### src/rtl/lscs_ram.sv
// Generic single-write, single-read RAM with registered read data.
// No dependencies.
`timescale 1ns / 1ps
`default_nettype none

module lscs_ram #(
  parameter int WIDTH = 8,
  parameter int DEPTH = 64
) (
  input  wire logic                     clk,
  input  wire logic                     we,
  input  wire logic [$clog2(DEPTH)-1:0] waddr,
  input  wire logic [WIDTH-1:0]         wdata,
  input  wire logic                     re,
  input  wire logic [$clog2(DEPTH)-1:0] raddr,
  output logic      [WIDTH-1:0]         rdata
);

  logic [WIDTH-1:0] mem [DEPTH];

  always_ff @(posedge clk) begin
    if (we) begin
      mem[waddr] <= wdata;
    end
    if (re) begin
      rdata <= mem[raddr];
    end
  end

endmodule

`default_nettype wire

### config.mk
export PLATFORM = sky130hd
export DESIGN_NAME = lscs_ram
export DESIGN_NICKNAME = d
export VERILOG_FILES = /design/src/rtl/lscs_ram.sv
export SDC_FILE = /design/constraint.sdc
export NUM_CORES = 1
export LEC_CHECK = 0
export ABC_AREA = 1
export ABC_CLOCK_PERIOD_IN_PS = 2980
export BUFFER_PORTS_ARGS = -buffer_cell sky130_fd_sc_hd__buf_2
export CORE_MARGIN = 3
export CORE_UTILIZATION = 35
export DETAILED_ROUTE_END_ITERATION = 6
export MAX_ROUTING_LAYER = met4
export PLACE_DENSITY = 0.58
export SYNTH_ARGS = -nofsm -noshare
export SYNTH_HDL_FRONTEND = slang
export SYNTH_SLANG_ARGS = --single-unit
export TNS_END_PERCENT = 10
### constraint.sdc
create_clock -name clk -period 2.98 [get_ports clk]
set_clock_uncertainty 0.15 [all_clocks]
set_input_delay 0.298 -clock clk [delete_from_list [all_inputs] [get_ports clk]]
set_output_delay 0.298 -clock clk [all_outputs]
set_load 0.02 [all_outputs]
==> out/summary.txt <==
Root Driver: clkbuf_16
Total track usage: 0.181
Clk slew on worst S/H paths: 60 ps
Core area: 60500 sq um
Die Span Y: 253 um
Period utilisation layout: 0.628
Via/cell ratio: 5.20
Vias in the first global route: 13572
Num rows: 90
Worst EP arrival: 2170 ps
Post-route ant nets: 0
Largest net degree at the start of global routing: 143
Worst-Skew Late Latency: 600 ps
Htree depth: 2
Crit-path max cell delay: 470 ps
Setup TNS: 0 ps
Area growth syn-to-layout: 12.7%
Max frequency: 535 MHz
Routed WL: 56400 um
Setup Buffers After CTS: 0
Mapped Area: 21400 sq um
Syn_area_per_cell: 11.9 sq um
Fin area: 24100 sq um
Fin util: 0.399
Final net count: 1880
Sequential cell area fraction in the yosys report: 0.729
Initial Utilization: 0.354
GRT overflow: 0
RSZ-0062 raised after global routing: no
Worst vdd ir: 395 uV
CP max stage cell: buf_12
DR pass1 iterations: 5
Sink Count: 520
Min Tclk post-route: 1870 ps
First-pass GRT wire length: 85500 um
Port Buffers: 30
Setup CP Type: in -> reg
Leakage: 8.65 nW
Crit path launch type: input pin
Post-Syn Nets: 1828
Family with the most delay on the worst path: simple AND/OR/NAND/NOR gates
Rel. slew slack: 0.0869
Residual DRC: 0
Crit path capture type: register
Power Density: 635 nW/um^2
Cells after Synth: 1805
Routed length per instance: 21.1 um
FF+latch count, synth: 520
Least-Margin Pin Slew: 1370 ps
CTS hold repair buffers: 1
Clock tree buffer depth: 3
Min-delay worst type: in -> reg
Critical-path cell list: clkbuf_8 -> buf_12 -> nand2_1 -> nand3_1 -> nand3_1 -> nand2_1 -> nand2_1 -> nand3_1 -> nand3_1 -> nand2_1
Warnings from Yosys: 0
Num ports: 31
# setup viols final: 0
Routability cong.: 0.830
Cell variety after synth: 15
Power, Total: 0.0153 W
Total number of vias: 13932
Count of final hold-check violations: 0
Layout cells sized above 1: 0.0970
Status: finished clean
WP data required: 3280 ps
Fin. max-slew vios: 0
CTS buffer count: 53
DP Area: 22500 sq um
Die width: 253 um
Initial antenna violation count: 1
Initial drt markers: 1505
Max-cap violations: 0
CP max FO: 142
Die Area: 64200 sq um
Worst hold slack: 59.4 ps
Buf/Inv on CP: 2
CTS tree: yes
HPWL after DPL: 33300 um
PostCTS Resize Cnt: 0
sequential cells by signal (all words and copies together), names as in the netlist:
name	flops
mem	512
rdata	8
synth_stat cells, drive strengths merged:
master,instances,area [sq um]
nor2,56,210
clkbuf,15,56.3
inv,12,50.1
nand2,648,2430
nand4,9,56.3
edfxtp,520,15600
nand3,439,2200
buf,98,752
nor4,8,50.1
report_power, final:
part	switching (W)	leakage [nW]	internal (W)
combinational	0.000739	3.17	0.000251
clock	0.00267	0.794	0.00353
sequential	0.0000228	4.69	0.00811
placed cells by master (no fill, tap or decap), drive strengths merged, types with 2 or more instances in the layout:
| cell type | Yosys | final |
|---|---|---|
| clkbuf | 15 | 70 |
| clkinv | 0 | 22 |
| nand3 | 439 | 439 |
| nor4 | 8 | 8 |
| buf | 98 | 108 |
| edfxtp | 520 | 520 |
| nand2 | 648 | 648 |
| nand4 | 9 | 9 |
| inv | 12 | 13 |
| bufinv | 0 | 2 |
| nor2 | 56 | 56 |
cell families (layout without fill, tap and decap cells):
kind of cell / Yosys count / after routing / synth area share
and+or+nand+nor: 1160 / 1160 / 0.231
DFF: 520 / 520 / 0.729
buffers and inverters: 125 / 216 / 0.0401
other: 0 / 1 / 0
final cells by class:
cell class | instances | area [sq um]
antenna | 1 | 2.50
clock buffer | 69 | 1430
clock inverter | 25 | 169
fill | 5659 | 36300
inverter | 12 | 52.6
multi-input combinational | 1160 | 4950
sequential | 520 | 15600
tap | 782 | 978
timing repair buffer | 110 | 940
per-stage QoR:
stage          cells  worst slack (ps)
5_1_grt         2679              1010
6_report        2679              1110
3_5_place_dp    2583               597
4_1_cts         2678              1200
3_3_place_gp    2583               626
2_1_floorplan   1805               766
metal layers:
layer	vias to the layer above	wire length (um)	track usage
met5	-	0	-
met4	0	1400	0.0517
met3	88	4720	0.0347
met2	545	25100	0.268
met1	6845	25100	0.256
li1	6454	-	-
path summary, 6_finish.rpt:
kind         startpoint          to  slack, ps  cells past startpoint
max reg2reg  mem[51][7]    rdata[7]       1210                      8
min            waddr[0]  mem[52][3]         60                      2
min reg2reg   mem[4][3]    rdata[3]        740                      8
max            raddr[0]    rdata[4]       1110                     10
Note: power is estimated with default switching activity, not from simulation.
